==> src/hdl/spq_pkg.sv <==
// Shared types and codes for the sorted priority queue.
// No dependencies; imported by the cell, the top level and the checker.
package spq_pkg;

    localparam logic KIND_PUSH = 1'b0;
    localparam logic KIND_POP  = 1'b1;

    typedef enum logic [1:0] {
        ERR_OK    = 2'd0,
        ERR_FULL  = 2'd1,
        ERR_EMPTY = 2'd2
    } t_err;

    typedef struct packed {
        logic push;
        logic pop;
    } t_cell_ctrl;

endpackage

==> src/hdl/spq_cell.sv <==
// One slot of the sorted chain: holds a priority and payload word.
// Depends on spq_pkg for the cell control struct.
module spq_cell import spq_pkg::*; #(
    parameter int PRIO_BITS    = 8,
    parameter int PAYLOAD_BITS = 16
) (
    input  logic                    i_clk,
    input  t_cell_ctrl              i_ctrl,
    input  logic                    i_occupied,
    input  logic [PRIO_BITS-1:0]    i_new_priority,
    input  logic [PAYLOAD_BITS-1:0] i_new_payload,
    input  logic                    i_left_stay,
    input  logic [PRIO_BITS-1:0]    i_left_priority,
    input  logic [PAYLOAD_BITS-1:0] i_left_payload,
    input  logic [PRIO_BITS-1:0]    i_right_priority,
    input  logic [PAYLOAD_BITS-1:0] i_right_payload,
    output logic                    o_stay,
    output logic [PRIO_BITS-1:0]    o_priority,
    output logic [PAYLOAD_BITS-1:0] o_payload
);

    logic [PRIO_BITS-1:0]    r_priority;
    logic [PAYLOAD_BITS-1:0] r_payload;

    // held entry keeps its place when it ranks at or above the new word
    assign o_stay     = i_occupied && (r_priority >= i_new_priority);
    assign o_priority = r_priority;
    assign o_payload  = r_payload;

    always_ff @(posedge i_clk) begin
        if (i_ctrl.push) begin
            if (!o_stay) begin
                if (i_left_stay) begin
                    r_priority <= i_new_priority;
                    r_payload  <= i_new_payload;
                end else begin
                    r_priority <= i_left_priority;
                    r_payload  <= i_left_payload;
                end
            end
        end else if (i_ctrl.pop) begin
            r_priority <= i_right_priority;
            r_payload  <= i_right_payload;
        end
    end

endmodule

==> src/hdl/sorted_priority_queue.sv <==
// Sorted priority queue: a chain of spq_cell slots kept in falling priority order.
// Depends on spq_pkg and spq_cell.
//
// Each word is a push or a pop. Unless stalled, one word is accepted every clock cycle
// and its result word appears in the output register on the following cycle; the figure
// is set by the chain of cells, where every slot compares against the new priority and
// shifts in parallel within the same cycle. While a result word is stalled the input is
// stalled too; a new word enters in the same cycle as the previous result is taken.
// Capacity is clamped to 1..DEPTH when written and resets to min(16, DEPTH).
module sorted_priority_queue import spq_pkg::*; #(
    parameter int DEPTH        = 16,
    parameter int PRIO_BITS    = 8,
    parameter int PAYLOAD_BITS = 16,
    localparam int CNT_W       = $clog2(DEPTH + 1)
) (
    input  logic                    i_clk,
    input  logic                    i_rst_n,
    input  logic                    i_cfg_we,
    input  logic [4:0]              i_cfg_data,
    input  logic                    i_valid,
    output logic                    o_stall,
    input  logic                    i_kind,
    input  logic [PRIO_BITS-1:0]    i_new_priority,
    input  logic [PAYLOAD_BITS-1:0] i_new_payload,
    output logic                    o_valid,
    input  logic                    i_stall,
    output logic                    o_out_valid,
    output logic [PRIO_BITS-1:0]    o_out_priority,
    output logic [PAYLOAD_BITS-1:0] o_out_payload,
    output t_err                    o_error_code,
    output logic [CNT_W-1:0]        o_fill_level,
    output logic                    o_is_empty,
    output logic                    o_is_full
);

    localparam int CMP_W     = (CNT_W > 5) ? CNT_W : 5;
    localparam int CAP_RESET = (DEPTH < 16) ? DEPTH : 16;

    logic [CNT_W-1:0] r_cap;
    logic [CNT_W-1:0] r_count, n_count;
    logic             accept, full, empty;
    t_cell_ctrl       ctrl;

    logic [PRIO_BITS-1:0]    cell_prio [DEPTH];
    logic [PAYLOAD_BITS-1:0] cell_pay  [DEPTH];
    logic                    cell_stay [DEPTH];

    logic                    r_valid;
    logic                    r_out_valid, n_out_valid;
    logic [PRIO_BITS-1:0]    r_out_priority, n_out_priority;
    logic [PAYLOAD_BITS-1:0] r_out_payload, n_out_payload;
    t_err                    r_error_code, n_error_code;
    logic                    r_is_full, n_is_full;

    assign o_stall = r_valid && i_stall;
    assign accept  = i_valid && !o_stall;
    assign full    = r_count >= r_cap;
    assign empty   = r_count == '0;

    always_ff @(posedge i_clk) begin
        if (!i_rst_n) begin
            r_cap <= CNT_W'(CAP_RESET);
        end else if (i_cfg_we) begin
            if (i_cfg_data == 5'd0) begin
                r_cap <= CNT_W'(1);
            end else if (CMP_W'(i_cfg_data) > CMP_W'(DEPTH)) begin
                r_cap <= CNT_W'(DEPTH);
            end else begin
                r_cap <= CNT_W'(i_cfg_data);
            end
        end
    end

    always_comb begin
        ctrl.push      = accept && (i_kind == KIND_PUSH) && !full;
        ctrl.pop       = accept && (i_kind == KIND_POP) && !empty;
        n_count        = r_count;
        n_out_valid    = 1'b0;
        n_out_priority = '0;
        n_out_payload  = '0;
        n_error_code   = ERR_OK;
        if (ctrl.push) begin
            n_count = r_count + CNT_W'(1);
        end else if (ctrl.pop) begin
            n_count        = r_count - CNT_W'(1);
            n_out_valid    = 1'b1;
            n_out_priority = cell_prio[0];
            n_out_payload  = cell_pay[0];
        end else if (i_kind == KIND_PUSH) begin
            n_error_code = ERR_FULL;
        end else begin
            n_error_code = ERR_EMPTY;
        end
        n_is_full = n_count >= r_cap;
    end

    for (genvar g = 0; g < DEPTH; g++) begin : g_cell
        logic                    left_stay;
        logic [PRIO_BITS-1:0]    left_prio, right_prio;
        logic [PAYLOAD_BITS-1:0] left_pay, right_pay;

        if (g == 0) begin : g_head
            assign left_stay = 1'b1;
            assign left_prio = '0;
            assign left_pay  = '0;
        end else begin : g_mid
            assign left_stay = cell_stay[g-1];
            assign left_prio = cell_prio[g-1];
            assign left_pay  = cell_pay[g-1];
        end

        if (g == DEPTH - 1) begin : g_tail
            assign right_prio = '0;
            assign right_pay  = '0;
        end else begin : g_body
            assign right_prio = cell_prio[g+1];
            assign right_pay  = cell_pay[g+1];
        end

        spq_cell #(
            .PRIO_BITS    (PRIO_BITS),
            .PAYLOAD_BITS (PAYLOAD_BITS)
        ) u_cell (
            .i_clk            (i_clk),
            .i_ctrl           (ctrl),
            .i_occupied       (CNT_W'(g) < r_count),
            .i_new_priority   (i_new_priority),
            .i_new_payload    (i_new_payload),
            .i_left_stay      (left_stay),
            .i_left_priority  (left_prio),
            .i_left_payload   (left_pay),
            .i_right_priority (right_prio),
            .i_right_payload  (right_pay),
            .o_stay           (cell_stay[g]),
            .o_priority       (cell_prio[g]),
            .o_payload        (cell_pay[g])
        );
    end

    always_ff @(posedge i_clk) begin
        if (!i_rst_n) begin
            r_count <= '0;
            r_valid <= 1'b0;
        end else begin
            r_count <= n_count;
            if (accept) begin
                r_valid <= 1'b1;
            end else if (!i_stall) begin
                r_valid <= 1'b0;
            end
        end
    end

    always_ff @(posedge i_clk) begin
        if (accept) begin
            r_out_valid    <= n_out_valid;
            r_out_priority <= n_out_priority;
            r_out_payload  <= n_out_payload;
            r_error_code   <= n_error_code;
            r_is_full      <= n_is_full;
        end
    end

    logic [CNT_W-1:0] r_fill;

    always_ff @(posedge i_clk) begin
        if (accept) begin
            r_fill <= n_count;
        end
    end

    assign o_valid        = r_valid;
    assign o_out_valid    = r_out_valid;
    assign o_out_priority = r_out_priority;
    assign o_out_payload  = r_out_payload;
    assign o_error_code   = r_error_code;
    assign o_fill_level   = r_fill;
    assign o_is_empty     = r_fill == '0;
    assign o_is_full      = r_is_full;

endmodule

==> config.mk <==
export PLATFORM = sky130hd
export DESIGN_NAME = sorted_priority_queue
export DESIGN_NICKNAME = d
export VERILOG_FILES = /design/src/hdl/spq_pkg.sv /design/src/hdl/spq_cell.sv /design/src/hdl/sorted_priority_queue.sv
export SDC_FILE = /design/constraint.sdc
export NUM_CORES = 1
export LEC_CHECK = 0
export BUFFER_PORTS_ARGS = -buffer_cell sky130_fd_sc_hd__buf_2
export CAP_MARGIN = 20
export CORE_MARGIN = 4
export CORE_UTILIZATION = 25
export CTS_CLUSTER_SIZE = 28
export DETAILED_ROUTE_END_ITERATION = 12
export GPL_TIMING_DRIVEN = 0
export PLACE_DENSITY = 0.44
export SKIP_CTS_REPAIR_TIMING = 1
export SYNTH_ARGS = -nofsm -noshare
export SYNTH_HDL_FRONTEND = slang
export SYNTH_SLANG_ARGS = --single-unit
==> constraint.sdc <==
create_clock -name i_clk -period 11.15 [get_ports i_clk]
set_input_delay 0.5575 -clock i_clk [delete_from_list [all_inputs] [get_ports i_clk]]
set_output_delay 0.5575 -clock i_clk [all_outputs]
set_load 0.05 [all_outputs]
==> results of run 1 <==
[worst reg2reg max path, delay by kind of cell (launching register included)]
family | cells | cell delay, ns
simple gates | 2 | 0.28
fa+ha+maj | 2 | 0.58
flops | 1 | 0.37
compound gates | 7 | 1.47
buf+inv | 4 | 1.30
[stage by stage]
step | total power [µW] | cell area (µm²) | hold slack [ns] | setup slack (ns) | utilization
after floorplan | 3010 | 25100 | 0.468 | 6.80 | -
after global placement | 3450 | 27000 | 0.490 | 4.69 | 0.273
after detailed placement | 3480 | 27100 | 0.497 | 6.50 | 0.274
after CTS | 5150 | 28700 | 0.140 | 6.99 | 0.290
after global routing | 5360 | 28800 | 0.184 | 6.72 | 0.291
final | 5130 | 28800 | 0.180 | 6.88 | 0.291
[logic make-up after synthesis]
group	after synthesis
mux	50
simple gates	596
buf+inv	246
flops	428
xor+xnor	2
compound gates	792
fa+ha+maj	142
[how the worst max path moves through the flow]
stage / to / from / slack [ns]
final: o_is_full / r_count[0] / 6.88
after detailed placement: g_cell[1].u_cell.o_payload[10] / i_new_priority[2] / 6.50
after CTS: o_is_full / r_count[0] / 6.99
after global routing: o_is_full / r_count[0] / 6.72
after global placement: g_cell[15].u_cell.o_payload[12] / i_stall / 4.69
after floorplan: g_cell[15].u_cell.o_payload[0] / i_stall / 6.80
[layer usage]
metal,vias to the layer above,part of all wire,global-route usage
met1,9770,0.47,0.257
met2,862,0.41,0.258
met3,143,0.073,0.0294
met4,0,0.053,0.0859
li1,9049,-,-
met5,-,0,0
[sequential cells by signal, summed over array words and instances (netlist names), 2 cells and up]
register	cells
g_cell.u_cell.o_payload	256
g_cell.u_cell.o_priority	128
o_out_payload	16
o_out_priority	8
o_fill_level	5
r_cap	5
r_count	5
o_error_code	2
[cell usage after synthesis (2+ instances only)]
cell type	n
o21ai_1	15
a21o_1	23
a211oi_1	25
dfxtp_1	11
nor3b_1	2
nor3_1	7
ha_1	142
o211ai_2	82
buf_1	10
nor2b_1	16
o211ai_1	533
a31oi_1	2
nand2b_1	5
buf_4	33
a211oi_2	9
o21ai_0	44
or2_2	11
or2_1	4
buf_2	82
nand2_1	432
o221ai_1	13
nand2_4	7
nor2_1	50
nand2_2	14
clkbuf_1	81
mux2i_1	50
and2_1	30
inv_1	32
nand4_1	11
a21oi_2	5
a41oi_1	2
buf_6	6
xnor2_1	2
o21a_1	2
edfxtp_1	417
a21oi_4	3
a21oi_1	27
[where the power goes]
part           internal, µW  switching (µW)  leakage, µW  total [µW]
logic                   359             851      0.00566        1210
clock network           953             703     0.000766        1660
registers              2090             168      0.00405        2260
total                  3410            1720       0.0105        5130
[area by class of cell]
class | instances | area, µm² | share of cell area
timing repair buffer | 76 | 483 | 0.0168
antenna | 1 | 2.50 | 0.0000870
multi-input combinational | 1582 | 11100 | 0.387
tap | 1287 | 1610 | 0.0560
clock inverter | 25 | 251 | 0.00875
buffer | 213 | 1080 | 0.0376
inverter | 33 | 124 | 0.00431
clock buffer | 66 | 1330 | 0.0463
sequential | 428 | 12700 | 0.443
==> flow_summary.json, run 1 <==
{
  "clk_path_buf_depth": 3,
  "worstHoldPathType": "in -> reg",
  "reg2reg_depth": 15,
  "core-area_um2": 98900,
  "max_clock_freq_mhz": 234,
  "h-tree-depth": 2,
  "grt_max_degree": 27,
  "seq_area_frac_synth": 0.509,
  "dp_hpwl_um": 73800,
  "clock_latency_ns": 0.62,
  "vias": 19800,
  "cts_sinks": 428,
  "min_delay_path_depth": 2,
  "ys.flop_type": "edfxtp_1",
  "die_h_um": 325,
  "synthSimpleGateAreaFrac": 0.102,
  "via_per_inst": 5.34,
  "hold_violations": 0,
  "setup_viol": 0,
  "antenna_found_initial": 1,
  "start_kind": "flip-flop",
  "ys_types": 53,
  "critPathRequiredTime_ns": 11.50,
  "irDropWorstVdd_uv": 108,
  "grt_pass1_vias": 19600,
  "ant_nets": 0,
  "rsz0062_at_grt": "false",
  "cts_buffers": 51,
  "finClkSkew_ns": 0.0308,
  "wl_per_cell_um": 26.1,
  "areaGrowthSynthToFinish_pct": 14.8,
  "cpMaxStageDelayCell": "buf_2",
  "cp_top_family": "compound AO/OA/AOI/OAI gates",
  "muxShareOfSynthArea": 0.0200,
  "synth_edf_count": 417,
  "cap_violations": 0,
  "die_w_um": 325,
  "p_leak_uw": 0.0105,
  "yosys.area.top_type": "edfxtp_1",
  "cpMostUsedCell": "a21o_1",
  "critical_path_class": "reg -> reg",
  "io_pins": 71,
  "syn-cell-area_um2": 25100,
  "synth-compound-area-share": 0.249,
  "cp-end-kind": "flip-flop",
  "async_flop_share": 0,
  "syn_avg_cell_area_um2": 11.1,
  "syn-instance-count": 2256,
  "drt-total-wl_um": 96800,
  "port_buffers": 70,
  "crit_chain": "buf_2, inv_1, ha_1, nor2b_1, o21ai_2, a21o_1, buf_2, buf_2, o21ai_1, nor2_1, ha_1, a21o_1, a21o_1, a21o_1, a21o_1",
  "r2r-end": "o_is_full",
  "drc": 0,
  "grt.total_usage": 0.178,
  "yosys_warnings": 0,
  "tritoncts": "built",
  "crit_cells": 15,
  "start_util": 0.253,
  "final_cell_mix": "o211ai_1, nand2_1, edfxtp_1",
  "instances_no_fill": 3711,
  "gp_congestion": 0.885,
  "synthAdderAreaFrac": 0.0709,
  "final_common_cell": "o211ai_1",
  "clock_tree.root_cell": "clkbuf_16",
  "drt-initial-drc-count": 1918,
  "synth_top_area_share": 0.500,
  "min_from": "i_valid",
  "fin_nets": 2562,
  "worst_path_largest_cell_delay_ns": 0.51,
  "clk_pin_slew_ns": 0.06,
  "grt_pass1_wl_um": 140000,
  "worst-endpoint-arrival_ns": 4.62,
  "gr-total-overflow": 0,
  "layout_min_cycle_time_ns": 4.27,
  "dp.cells": 3615,
  "hold_end": "o_valid",
  "layout-drive-gt1-share": 0.168,
  "synthXorXnorAreaFrac": 0.000699,
  "power_density_nw_per_um2": 178,
  "fp-row-count": 115,
  "die-area_um2": 105000,
  "synth_fp_nets": 2433,
  "synth_top_family_by_area": "compound AO/OA/AOI/OAI gates",
  "fin_tns_setup_ns": 0,
  "maxSlewHeadroom": 0.210,
  "fillers": 10200,
  "status": "finished, final reports clean",
  "final.period_utilization": 0.383,
  "r2r_slack_ns": 6.88,
  "drv_slew": 0,
  "crit_fanout": 10,
  "ys_seq_elements": 428,
  "rr_startpoint": "r_count[0]",
  "tightest_slew_ns": 1.18,
  "dr.pass1.iters": 5,
  "crit_buf_inv": 4,
  "synthTopCellsByArea": "edfxtp_1, o211ai_1, ha_1, nand2_1, o211ai_2"
}
Note: power is estimated with default switching activity, not from simulation.
==> inputs of run 2 (changes only) <==
--- a/config.mk
+++ b/config.mk
@@ -12,7 +12,7 @@
 export CTS_CLUSTER_SIZE = 28
 export DETAILED_ROUTE_END_ITERATION = 12
 export GPL_TIMING_DRIVEN = 0
-export PLACE_DENSITY = 0.44
+export PLACE_DENSITY = 0.45
 export SKIP_CTS_REPAIR_TIMING = 1
 export SYNTH_ARGS = -nofsm -noshare
 export SYNTH_HDL_FRONTEND = slang
==> constraint.sdc (replaced) <==
create_clock -name i_clk -period 3.8 [get_ports i_clk]
set_input_delay 0.19 -clock i_clk [delete_from_list [all_inputs] [get_ports i_clk]]
set_output_delay 0.19 -clock i_clk [all_outputs]
set_load 0.05 [all_outputs]
==> flow_summary.json, run 2 (synthesis results as in run 1) <==
{
  "setup_viol": 0,
  "die-area_um2": 105000,
  "gr-total-overflow": 0,
  "largest_register_ffs": 256,
  "worst-endpoint-arrival_ns": 3.98,
  "clock_tree.root_cell": "clkbuf_16",
  "critPathRequiredTime_ns": 4.16,
  "cts_sinks": 428,
  "fin_ws_ns": 0.180,
  "cpMostUsedCell": "a21o_1",
  "dp_slack_ns": -0.443,
  "crit_buf_inv": 3,
  "drc": 0,
  "final_util": 0.293,
  "use_met1": 0.261,
  "grt_pass1_vias": 19800,
  "power_density_nw_per_um2": 518,
  "cpMaxStageDelayCell": "dfxtp_1",
  "via_per_inst": 5.39,
  "fin_nets": 2581,
  "final.period_utilization": 0.953,
  "tightest_slew_ns": 1.14,
  "clock_latency_ns": 0.61,
  "layout_min_cycle_time_ns": 3.62,
  "layout-drive-gt1-share": 0.170,
  "port_buffers": 70,
  "clk_pin_slew_ns": 0.06,
  "grt.total_usage": 0.178,
  "critical_path_class": "reg -> reg",
  "crit_chain": "clkbuf_4, inv_1, ha_1, nor2b_1, o21ai_2, a21o_4, buf_4, a21oi_1, or2_2, ha_1, nand2b_1, a21o_1, a21o_1, a21o_1, a21o_1",
  "diodes": 0,
  "cts_buffers": 51,
  "crit_fanout": 10,
  "io_pins": 71,
  "use_met3": 0.0309,
  "start_util": 0.253,
  "busiest_layer": "met1",
  "drv_slew": 0,
  "clk_path_buf_depth": 3,
  "drt-initial-drc-count": 2281,
  "irDropWorstVdd_uv": 346,
  "die_h_um": 325,
  "grt_max_degree": 27,
  "max_clock_freq_mhz": 276,
  "antenna_found_initial": 0,
  "hold_violations": 0,
  "die_w_um": 325,
  "final_common_cell": "o211ai_1",
  "final_cell_mix": "o211ai_1, nand2_1, edfxtp_1",
  "worst_path_largest_cell_delay_ns": 0.37,
  "finClkSkew_ns": 0.0210,
  "fin_total_pwr_uw": 15000,
  "grt_pass1_wl_um": 141000,
  "tritoncts": "built",
  "wl_per_cell_um": 26.2,
  "gp_congestion": 0.882,
  "areaGrowthSynthToFinish_pct": 15.7,
  "worstHoldPathType": "in -> reg",
  "status": "finished, final reports clean",
  "fp-row-count": 115,
  "dp_hpwl_um": 73700,
  "cap_violations": 0,
  "dr.pass1.iters": 6,
  "vias": 20100,
  "use_met2": 0.253,
  "ant_nets": 0,
  "cp-end-kind": "flip-flop",
  "maxSlewHeadroom": 0.243,
  "p_leak_uw": 0.0106,
  "start_kind": "flip-flop",
  "core-area_um2": 98900,
  "whs_ns": 0.0628,
  "h-tree-depth": 2,
  "drt-total-wl_um": 97500,
  "cp_top_family": "compound AO/OA/AOI/OAI gates"
}
==> run 2: worst register-to-register path: cells and delay by family (launching register included) <==
family,cells,cell delay (ns)
AOI/OAI and AO/OA,7,1.30
adders and majority gates,2,0.56
buffers and inverters,3,0.62
DFF,1,0.37
and+or+nand+nor,3,0.52
==> run 2: cell type report <==
cell class,instances,area [µm²]
fillers,10200,69900
flip-flops and latches,428,12700
multi-input cells,1583,11200
well taps,1287,1610
clock buffers,61,1360
plain buffers,213,1090
repair buffers,94,678
clock inverters,30,210
inverters,33,124
==> run 2: layer usage <==
metal | share of wire | routed length, µm
met1 | 0.46 | 45300
met2 | 0.40 | 39400
met4 | 0.054 | 5260
met5 | 0 | 0
met3 | 0.078 | 7600
==> run 2: final timing paths <==
check                                  from                        endpoint  slack, ns  cells past startpoint
max                              r_count[0]                       o_is_full       0.18                     15
min                        i_new_payload[3]   g_cell[8].u_cell.o_payload[3]       0.06                      3
max reg2reg                      r_count[0]                       o_is_full       0.18                     15
min reg2reg  g_cell[1].u_cell.o_payload[12]  g_cell[0].u_cell.o_payload[12]       0.54                      2
==> run 2: metrics by stage <==
| stage | instances | instance area (µm²) | TNS [ns] |
|---|---|---|---|
| 2_1_floorplan | 2256 | 25100 | 0 |
| 3_3_place_gp | 3613 | 27000 | -121.05 |
| 3_5_place_dp | 3615 | 27100 | -103.65 |
| 4_1_cts | 3706 | 28600 | -20.33 |
| 5_1_grt | 3729 | 29000 | -0.000234 |
| 6_report | 3729 | 29000 | 0 |
==> run 2: power breakdown <==
group	switching [µW]	internal (µW)
Sequential	494	6140
Clock	2060	2720
Combinational	2520	1090
Total	5080	9950
